[src/hw/rtl/whdt_pkg.sv]
// Shared constants, types and the arctangent table for the waypoint heading unit.
package whdt_pkg;

    localparam int COORD_WIDTH  = 16;
    localparam int ANGLE_WIDTH  = 16;
    localparam int CORDIC_STEPS = 16;

    // guard bits and vectoring register width (offset, guard, gain growth, sign)
    localparam int GUARD     = 36 - COORD_WIDTH;
    localparam int XW        = COORD_WIDTH + GUARD + 4;
    localparam int CNT_W     = (CORDIC_STEPS > 1) ? $clog2(CORDIC_STEPS) : 1;
    localparam int ATAN_IW   = 5;
    localparam int ZW        = 32;

    // gain multiply, done as two partial products
    localparam int GAIN_W    = 24;
    localparam logic [GAIN_W-1:0] GAIN_Q24 = 24'd10187995;
    localparam int MUL_SPLIT = XW / 2;
    localparam int HI_W      = XW - 1 - MUL_SPLIT;
    localparam int PLO_W     = MUL_SPLIT + GAIN_W;
    localparam int PHI_W     = HI_W + GAIN_W;
    localparam int SUM_W     = XW - 1 + GAIN_W;
    localparam int DSUM_W    = SUM_W - GAIN_W;
    localparam int DRND_W    = XW - GUARD;

    localparam int DIST_W    = 17;
    localparam logic [DIST_W-1:0] DIST_MAX = '1;

    localparam logic [ANGLE_WIDTH-1:0] QUARTER = ANGLE_WIDTH'(1) << (ANGLE_WIDTH - 2);
    localparam logic [ANGLE_WIDTH-1:0] HALF    = ANGLE_WIDTH'(1) << (ANGLE_WIDTH - 1);

    typedef enum logic [1:0] {
        TURN_NONE = 2'd0,
        TURN_CCW  = 2'd1,
        TURN_CW   = 2'd2
    } turn_dir_t;

    typedef struct packed {
        logic                          mode;
        logic signed [COORD_WIDTH-1:0] point_x;
        logic signed [COORD_WIDTH-1:0] point_y;
    } whdt_in_t;

    typedef struct packed {
        logic [DIST_W-1:0]      distance;
        logic [ANGLE_WIDTH-1:0] heading;
        turn_dir_t              turn_dir;
        logic [ANGLE_WIDTH-1:0] turn_amount;
    } whdt_out_t;

    typedef struct packed {
        logic             load_in;
        logic             setup;
        logic             iter;
        logic [CNT_W-1:0] iter_idx;
        logic             mul_lo;
        logic             mul_hi;
        logic             sum;
        logic             rnd;
        logic             fin;
    } whdt_cmd_t;

    typedef struct packed {
        logic need_cordic;
    } whdt_status_t;

    // arctangent of 2^-i as a 32-bit binary angle
    function automatic logic [ZW-1:0] atan_turn(input logic [ATAN_IW-1:0] idx);
        logic [ZW-1:0] a;
        case (idx)
            5'd0:    a = 32'd536870912;
            5'd1:    a = 32'd316933406;
            5'd2:    a = 32'd167458907;
            5'd3:    a = 32'd85004756;
            5'd4:    a = 32'd42667331;
            5'd5:    a = 32'd21354465;
            5'd6:    a = 32'd10679838;
            5'd7:    a = 32'd5340245;
            5'd8:    a = 32'd2670163;
            5'd9:    a = 32'd1335087;
            5'd10:   a = 32'd667544;
            5'd11:   a = 32'd333772;
            5'd12:   a = 32'd166886;
            5'd13:   a = 32'd83443;
            5'd14:   a = 32'd41722;
            5'd15:   a = 32'd20861;
            5'd16:   a = 32'd10430;
            5'd17:   a = 32'd5215;
            5'd18:   a = 32'd2608;
            5'd19:   a = 32'd1304;
            5'd20:   a = 32'd652;
            5'd21:   a = 32'd326;
            5'd22:   a = 32'd163;
            5'd23:   a = 32'd81;
            default: a = '0;
        endcase
        return a;
    endfunction

endpackage

[src/hw/rtl/waypoint_heading_distance_turn_top.sv]
// Top level of the waypoint heading, distance and turn unit.
//
// Input channel s_valid / s_ready / s_data carries one waypoint word: mode,
// absolute point_x and point_y in signed Q8.8. Result channel m_valid /
// m_ready / m_data carries distance (unsigned Q9.8), the new heading as a
// binary angle, and the shortest turn (direction and amount).
// One word is in work at a time; s_ready is high only while the sequencer
// idles. A general offset goes through a setup step, CORDIC_STEPS iterations
// of the single shared shift-add vectoring unit, the gain multiply split into
// two partial products, summing, rounding, and a final step that loads the
// result register. Axis-aligned or zero offsets and return-to-zero words
// skip the vectoring and go from setup straight to the final step. A
// finished result sits in the output register, so the next word is
// accepted while it waits; if m_ready stays low the following result holds
// in the final step until the register frees up.
// Reset (aresetn low, synchronous) clears the previous waypoint and heading
// to zero and drops any word in flight.
module waypoint_heading_distance_turn_top (
    input  logic                aclk,
    input  logic                aresetn,
    input  logic                s_valid,
    output logic                s_ready,
    input  whdt_pkg::whdt_in_t  s_data,
    output logic                m_valid,
    input  logic                m_ready,
    output whdt_pkg::whdt_out_t m_data
);
    import whdt_pkg::*;

    whdt_cmd_t    cmd;
    whdt_status_t status;

    whdt_ctrl u_ctrl (
        .aclk    (aclk),
        .aresetn (aresetn),
        .s_valid (s_valid),
        .s_ready (s_ready),
        .m_valid (m_valid),
        .m_ready (m_ready),
        .status  (status),
        .cmd     (cmd)
    );

    whdt_dp u_dp (
        .aclk    (aclk),
        .aresetn (aresetn),
        .s_data  (s_data),
        .m_data  (m_data),
        .cmd     (cmd),
        .status  (status)
    );

endmodule

[src/hw/rtl/whdt_ctrl.sv]
// Sequencer: steps one word through setup, vectoring and gain multiply when needed, and the result register.
module whdt_ctrl (
    input  logic                  aclk,
    input  logic                  aresetn,
    input  logic                  s_valid,
    output logic                  s_ready,
    output logic                  m_valid,
    input  logic                  m_ready,
    input  whdt_pkg::whdt_status_t status,
    output whdt_pkg::whdt_cmd_t    cmd
);
    import whdt_pkg::*;

    typedef enum logic [2:0] {
        ST_IDLE,
        ST_SETUP,
        ST_ITER,
        ST_MUL_LO,
        ST_MUL_HI,
        ST_SUM,
        ST_RND,
        ST_FIN
    } state_t;

    state_t           state_reg, state_next;
    logic [CNT_W-1:0] cnt_reg, cnt_next;
    logic             out_valid_reg, out_valid_next;
    logic             fin_go;

    assign s_ready = (state_reg == ST_IDLE);
    assign m_valid = out_valid_reg;
    assign fin_go  = (state_reg == ST_FIN) && (!out_valid_reg || m_ready);

    always_comb begin
        cmd          = '0;
        cmd.load_in  = s_valid && (state_reg == ST_IDLE);
        cmd.setup    = (state_reg == ST_SETUP);
        cmd.iter     = (state_reg == ST_ITER);
        cmd.iter_idx = cnt_reg;
        cmd.mul_lo   = (state_reg == ST_MUL_LO);
        cmd.mul_hi   = (state_reg == ST_MUL_HI);
        cmd.sum      = (state_reg == ST_SUM);
        cmd.rnd      = (state_reg == ST_RND);
        cmd.fin      = fin_go;
    end

    always_comb begin
        state_next     = state_reg;
        cnt_next       = cnt_reg;
        out_valid_next = out_valid_reg;
        if (out_valid_reg && m_ready) begin
            out_valid_next = 1'b0;
        end
        case (state_reg)
            ST_IDLE: begin
                if (s_valid) begin
                    state_next = ST_SETUP;
                end
            end
            ST_SETUP: begin
                cnt_next   = '0;
                state_next = status.need_cordic ? ST_ITER : ST_FIN;
            end
            ST_ITER: begin
                if (cnt_reg == CNT_W'(CORDIC_STEPS - 1)) begin
                    state_next = ST_MUL_LO;
                end else begin
                    cnt_next = cnt_reg + CNT_W'(1);
                end
            end
            ST_MUL_LO: state_next = ST_MUL_HI;
            ST_MUL_HI: state_next = ST_SUM;
            ST_SUM:    state_next = ST_RND;
            ST_RND:    state_next = ST_FIN;
            ST_FIN: begin
                if (fin_go) begin
                    out_valid_next = 1'b1;
                    state_next     = ST_IDLE;
                end
            end
            default: state_next = ST_IDLE;
        endcase
    end

    always_ff @(posedge aclk) begin
        if (!aresetn) begin
            state_reg     <= ST_IDLE;
            cnt_reg       <= '0;
            out_valid_reg <= 1'b0;
        end else begin
            state_reg     <= state_next;
            cnt_reg       <= cnt_next;
            out_valid_reg <= out_valid_next;
        end
    end

endmodule

[src/hw/rtl/whdt_dp.sv]
// Datapath: offsets, shared CORDIC shift-add unit, split gain multiply, turn logic, result register.
module whdt_dp (
    input  logic                  aclk,
    input  logic                  aresetn,
    input  whdt_pkg::whdt_in_t     s_data,
    output whdt_pkg::whdt_out_t    m_data,
    input  whdt_pkg::whdt_cmd_t    cmd,
    output whdt_pkg::whdt_status_t status
);
    import whdt_pkg::*;

    // input word and kept state
    logic                          mode_reg;
    logic signed [COORD_WIDTH-1:0] px_reg, py_reg;
    logic signed [COORD_WIDTH-1:0] last_x_reg, last_x_next;
    logic signed [COORD_WIDTH-1:0] last_y_reg, last_y_next;
    logic [ANGLE_WIDTH-1:0]        heading_reg, heading_next;

    // vectoring unit
    logic signed [XW-1:0] x_reg, y_reg;
    logic [ZW-1:0]        z_reg;
    logic signed [XW-1:0] xs, ys;
    logic [ZW-1:0]        atan_val;

    // gain multiply and rounding
    logic [XW-2:0]        xpos;
    logic [PLO_W-1:0]     plo_reg;
    logic [PHI_W-1:0]     phi_reg;
    logic [SUM_W-1:0]     sum_full;
    logic [DSUM_W-1:0]    dsum_reg;
    logic [XW-1:0]        drnd;
    logic [DRND_W-1:0]    dshift;
    logic [ZW-1:0]        zr;

    // per-word result before the output register
    logic [DIST_W-1:0]      dist_reg;
    logic [ANGLE_WIDTH-1:0] head_reg;
    whdt_out_t              out_reg;

    // setup arithmetic
    logic signed [COORD_WIDTH:0] dx, dy;
    logic signed [XW-1:0]        x0, y0;

    // turn logic
    logic [ANGLE_WIDTH:0]   end_ext;
    logic [ANGLE_WIDTH-1:0] diff;
    turn_dir_t              tdir;
    logic [ANGLE_WIDTH-1:0] tamt;

    assign dx = (COORD_WIDTH + 1)'(px_reg) - (COORD_WIDTH + 1)'(last_x_reg);
    assign dy = (COORD_WIDTH + 1)'(py_reg) - (COORD_WIDTH + 1)'(last_y_reg);
    assign x0 = XW'(dx) <<< GUARD;
    assign y0 = XW'(dy) <<< GUARD;

    assign status.need_cordic = !mode_reg && (dx != '0) && (dy != '0);

    assign xs       = y_reg >>> cmd.iter_idx;
    assign ys       = x_reg >>> cmd.iter_idx;
    assign atan_val = atan_turn(ATAN_IW'(cmd.iter_idx));

    // final x should never be negative; clamp anyway
    assign xpos     = x_reg[XW-1] ? '0 : x_reg[XW-2:0];
    assign sum_full = (SUM_W'(phi_reg) << MUL_SPLIT) + SUM_W'(plo_reg)
                    + (SUM_W'(1) << (GAIN_W - 1));
    assign drnd     = XW'(dsum_reg) + (XW'(1) << (GUARD - 1));
    assign dshift   = drnd[XW-1:GUARD];
    assign zr       = z_reg + (ZW'(1) << (ZW - ANGLE_WIDTH - 1));

    // return-to-zero treats the end heading as a full turn
    assign end_ext = {mode_reg, head_reg};
    assign diff    = head_reg - heading_reg;

    always_comb begin
        if (diff == '0) begin
            tdir = TURN_NONE;
            tamt = '0;
        end else if (diff == HALF) begin
            tdir = ({1'b0, heading_reg} > end_ext) ? TURN_CCW : TURN_CW;
            tamt = HALF;
        end else if (diff < HALF) begin
            tdir = TURN_CCW;
            tamt = diff;
        end else begin
            tdir = TURN_CW;
            tamt = -diff;
        end
    end

    always_comb begin
        last_x_next  = last_x_reg;
        last_y_next  = last_y_reg;
        heading_next = heading_reg;
        if (cmd.fin) begin
            heading_next = head_reg;
            if (!mode_reg) begin
                last_x_next = px_reg;
                last_y_next = py_reg;
            end
        end
    end

    always_ff @(posedge aclk) begin
        if (!aresetn) begin
            last_x_reg  <= '0;
            last_y_reg  <= '0;
            heading_reg <= '0;
        end else begin
            last_x_reg  <= last_x_next;
            last_y_reg  <= last_y_next;
            heading_reg <= heading_next;
        end
    end

    always_ff @(posedge aclk) begin
        if (cmd.load_in) begin
            mode_reg <= s_data.mode;
            px_reg   <= s_data.point_x;
            py_reg   <= s_data.point_y;
        end

        if (cmd.setup) begin
            if (mode_reg) begin
                dist_reg <= '0;
                head_reg <= '0;
            end else if (dx == '0 && dy == '0) begin
                dist_reg <= '0;
                head_reg <= heading_reg;
            end else if (dx == '0) begin
                dist_reg <= dy[COORD_WIDTH] ? DIST_W'(-dy) : DIST_W'(dy);
                head_reg <= dy[COORD_WIDTH] ? ANGLE_WIDTH'(3 * QUARTER) : QUARTER;
            end else if (dy == '0) begin
                dist_reg <= dx[COORD_WIDTH] ? DIST_W'(-dx) : DIST_W'(dx);
                head_reg <= dx[COORD_WIDTH] ? HALF : '0;
            end
            // mirror into the right half plane, adding a half turn
            if (dx[COORD_WIDTH]) begin
                x_reg <= -x0;
                y_reg <= -y0;
                z_reg <= ZW'(1) << (ZW - 1);
            end else begin
                x_reg <= x0;
                y_reg <= y0;
                z_reg <= '0;
            end
        end

        if (cmd.iter) begin
            if (!y_reg[XW-1]) begin
                x_reg <= x_reg + xs;
                y_reg <= y_reg - ys;
                z_reg <= z_reg + atan_val;
            end else begin
                x_reg <= x_reg - xs;
                y_reg <= y_reg + ys;
                z_reg <= z_reg - atan_val;
            end
        end

        if (cmd.mul_lo) begin
            plo_reg <= PLO_W'(xpos[MUL_SPLIT-1:0]) * PLO_W'(GAIN_Q24);
        end
        if (cmd.mul_hi) begin
            phi_reg <= PHI_W'(xpos[XW-2:MUL_SPLIT]) * PHI_W'(GAIN_Q24);
        end
        if (cmd.sum) begin
            dsum_reg <= sum_full[SUM_W-1:GAIN_W];
        end
        if (cmd.rnd) begin
            dist_reg <= (dshift > DRND_W'(DIST_MAX)) ? DIST_MAX : dshift[DIST_W-1:0];
            head_reg <= zr[ZW-1:ZW-ANGLE_WIDTH];
        end

        if (cmd.fin) begin
            out_reg.distance    <= dist_reg;
            out_reg.heading     <= head_reg;
            out_reg.turn_dir    <= tdir;
            out_reg.turn_amount <= tamt;
        end
    end

    assign m_data = out_reg;

endmodule

[config.mk]
export PLATFORM = sky130hd
export DESIGN_NAME = waypoint_heading_distance_turn_top
export DESIGN_NICKNAME = d
export VERILOG_FILES = /design/src/hw/rtl/whdt_pkg.sv /design/src/hw/rtl/waypoint_heading_distance_turn_top.sv /design/src/hw/rtl/whdt_ctrl.sv /design/src/hw/rtl/whdt_dp.sv
export SDC_FILE = /design/constraint.sdc
export NUM_CORES = 2
export LEC_CHECK = 0
export BUFFER_PORTS_ARGS = -buffer_cell sky130_fd_sc_hd__buf_4
export CAP_MARGIN = 20
export CORE_ASPECT_RATIO = 0.5
export CORE_MARGIN = 3
export CORE_UTILIZATION = 25
export DETAILED_ROUTE_END_ITERATION = 12
export PLACE_DENSITY = 0.51
export SYNTH_ARGS = -nofsm -noshare
export SYNTH_HDL_FRONTEND = slang
export SYNTH_SLANG_ARGS = --single-unit
[constraint.sdc]
create_clock -name aclk -period 12.15 [get_ports aclk]
set_input_delay 1.215 -clock aclk [delete_from_list [all_inputs] [get_ports aclk]]
set_output_delay 1.215 -clock aclk [all_outputs]
set_load 0.02 [all_outputs]
==> metrics.md <==
| Metric | Value |
|---|---|
| Multi-input logic area | `33600 um2` |
| Final HPWL DP | `107000 um` |
| Starting Density | `0.253` |
| Critical path type | `register to register` |
| FF+latch area | `11200 um2` |
| Ys flop type | `edfxtp_1` |
| All-Layer GR Usage | `0.132` |
| Clock Pin Slew Worst Setup and Hold Paths | `0.06 ns` |
| Status | `completed` |
| WP data arrival | `9.14 ns` |
| Die width | `627 um` |
| RSZ-0062 raised after global routing | `false` |
| DIE AREA | `199000 um2` |
| Worst-Margin Slew | `1.11 ns` |
| Vias | `36000` |
| Hold Vio Cnt, Final | `0` |
| CTS resizes | `0` |
| GRT met1 Usage | `0.198` |
| Via/cell ratio | `4.68` |
| Final Core Density | `0.279` |
| Cts hold-fix bufs | `0` |
| CP Launch Type | `register` |
| Register area share after synthesis | `0.232` |
| Initial antenna violation count | `1` |
| CTS Buffer Depth | `3` |
| # nets final | `6104` |
| Post-route ant nets | `0` |
| Register bit total from synthesis | `402` |
| WP data required | `12.50 ns` |
| Worst hold path type | `register to register` |
| GRT overflow | `0` |
| Busiest grt layer | `met2` |
| Design area | `53300 um2` |
| Clock Skews | `0.0282 ns` |
| CTS sink cnt | `402` |
| Largest net degree at the start of global routing | `70` |
| H-tree depth | `2` |
| EDFF count, synth | `316` |
| Synth Warn # | `0` |
| CP max FO | `49` |
| # diodes | `0` |
| Max incr delay on CP | `0.63 ns` |
| P&R area growth vs syn | `10.4%` |
| Layout cells sized above 1 | `0.0771` |
| Iter 0 DRT Violations | `2394` |
| Die extent in y | `317 um` |
| # rows | `113` |
| First-pass GRT wire length | `210000 um` |
| Synth cell types | `96` |
| Critical path endpoint category | `register` |
| Number of port buffers | `89` |
| Max reg flops | `51` |
| Syn nets | `6089` |
| Final WL | `131000 um` |
| Vias in the first global route | `35900` |
| Total CTS buffers | `46` |
| Placed inst area | `51700 um2` |
| Final worst-path cycle share | `0.724` |
| Io pins | `90` |
| WL/cell | `17.0 um` |
| CP Cell Sequence | `buf_4 -> nor2b_1 -> ha_1 -> fa_1 -> inv_1 -> fa_1 -> inv_1 -> fa_1 -> fa_1 -> fa_1 -> inv_1 -> fa_1 -> inv_1 -> ha_1 -> a2111oi_0 -> o221ai_1 -> o211a_1 -> a211o_1 -> a21oi_1 -> a21oi_1 -> a311o_1 -> a21o_1 -> a21oi_1 -> xnor2_1` |
| Async S/R FF share, synth | `0` |
| FMAX | `0.114 GHz` |
| CTS tree | `done` |
| Endpoints failing setup | `0` |
| Met3 Use GR | `0.0183` |
| Most Frequent Cell on Critical Path | `fa_1` |
| Clk_lat worst skew | `0.62 ns` |
| Fillers | `20200` |
| Routing usage on met2 | `0.204` |
| Final Max Slew Viols | `0` |
| DR pass1 iterations | `5` |
| MaxCap Viol Count | `0` |
| Core Box Area | `191000 um2` |
| Slew Limit Headroom | `0.253` |
| Average size of a mapped cell | `9.45 um2` |
| Drt drc | `0` |
| Setup bufs post-CTS | `0` |
| Setup TNS | `0 ns` |
| Fin crit period | `8.80 ns` |
| Mapped Cells | `5107` |
| Post-synthesis cell area | `48300 um2` |
| Slowest-stage cell, CP | `a2111oi_0` |
| GP Congestion | `0.908` |
| Clock root buffer | `clkbuf_16` |
==> worst max-delay path: cells and delay by family (launching register included) <==
kind	cells	cell delay (ns)
simple gates	1	0.55
compound gates	9	2.89
fa+ha+maj	8	3.71
flops	1	0.60
xor+xnor	1	0.08
buf+inv	5	0.67
==> final cells by class <==
cell class / instances / share of cell area
multi-input combinational: 3806 / 0.631
clock buffer: 63 / 0.0255
inverter: 744 / 0.0524
tap: 2530 / 0.0594
sequential: 402 / 0.211
timing repair buffer: 122 / 0.0175
clock inverter: 23 / 0.00327
==> cells in the mapped netlist, types with 41 or more instances <==
cell / n / area [um2]
ha_1: 587 / 7340
and3_1: 51 / 319
fa_1: 358 / 7170
xnor2_1: 240 / 2100
nor3_1: 70 / 350
edfxtp_1: 316 / 9490
nand3_1: 89 / 445
nor2b_1: 60 / 375
nor2_1: 373 / 1400
a21oi_1: 281 / 1410
nand2b_1: 73 / 457
dfxtp_1: 86 / 1720
clkbuf_1: 107 / 402
mux2i_1: 62 / 621
nand2_1: 349 / 1310
o21a_1: 41 / 308
xor2_1: 138 / 1210
mux4_2: 91 / 2050
a31oi_1: 61 / 382
a21boi_0: 60 / 450
o21ai_0: 240 / 1200
a21o_1: 119 / 893
inv_1: 741 / 2780
mux2_2: 42 / 473
==> metal layers <==
layer	vias up	wire length, um
met5	-	0
met4	0	1580
met3	89	6340
met2	661	56800
met1	17500	66200
li1	17700	-
==> per-stage QoR <==
step | hold WS (ns) | std cells | worst slack (ns)
final | 0.425 | 7690 | 3.35
after floorplan | 0.400 | 5107 | 3.90
after global placement | 0.403 | 7601 | 3.44
after detailed placement | 0.406 | 7603 | 3.34
after CTS | 0.424 | 7689 | 3.29
after global routing | 0.434 | 7690 | 2.72
==> placed cells by master, fill, tap and decap left out, types with 34 or more instances in the layout <==
| master | n |
|---|---|
| nor2_1 | 370 |
| xor2_1 | 138 |
| ha_1 | 587 |
| a21oi_1 | 281 |
| nand2_1 | 349 |
| mux2_2 | 42 |
| mux2i_1 | 62 |
| o21a_1 | 41 |
| edfxtp_1 | 316 |
| clkbuf_16 | 50 |
| nand2b_1 | 72 |
| and2_1 | 34 |
| fa_1 | 358 |
| nor3_1 | 69 |
| a21boi_0 | 60 |
| a31oi_1 | 61 |
| buf_4 | 119 |
| inv_1 | 741 |
| nor2b_1 | 59 |
| mux4_2 | 91 |
| nand3_1 | 89 |
| a211oi_1 | 35 |
| dfxtp_1 | 82 |
| o21ai_0 | 240 |
| xnor2_1 | 240 |
| a21o_1 | 119 |
| and3_1 | 51 |
==> kinds of logic after synthesis <==
group                      count (synthesis)  share of synthesized area
xor gates and xnor gates                 379                     0.0689
adders and majority gates                945                      0.301
muxes                                    196                     0.0657
AOI/OAI and AO/OA                       1037                      0.136
DFF                                      402                      0.232
and+or+nand+nor                         1249                      0.124
buffers and inverters                    899                     0.0719
==> worst paths after layout <==
kind / start / endpoint / slack [ns] / cells after the start
worst min register to register: u_dp.dist_reg[3]$_DFFE_PP_ / u_dp.m_data[37]$_DFFE_PP_ / 0.43 / 0
worst min-delay path: u_dp.dist_reg[3]$_DFFE_PP_ / u_dp.m_data[37]$_DFFE_PP_ / 0.43 / 0
worst max-delay path: u_dp.x_reg[39]$_DFFE_PP_ / u_dp.plo_reg[43]$_DFFE_PP_ / 3.35 / 24
worst max register to register: u_dp.x_reg[39]$_DFFE_PP_ / u_dp.plo_reg[43]$_DFFE_PP_ / 3.35 / 24
Power is not shown: default switching activity piles up to over one toggle a cycle in this logic, so the estimate is an artifact.
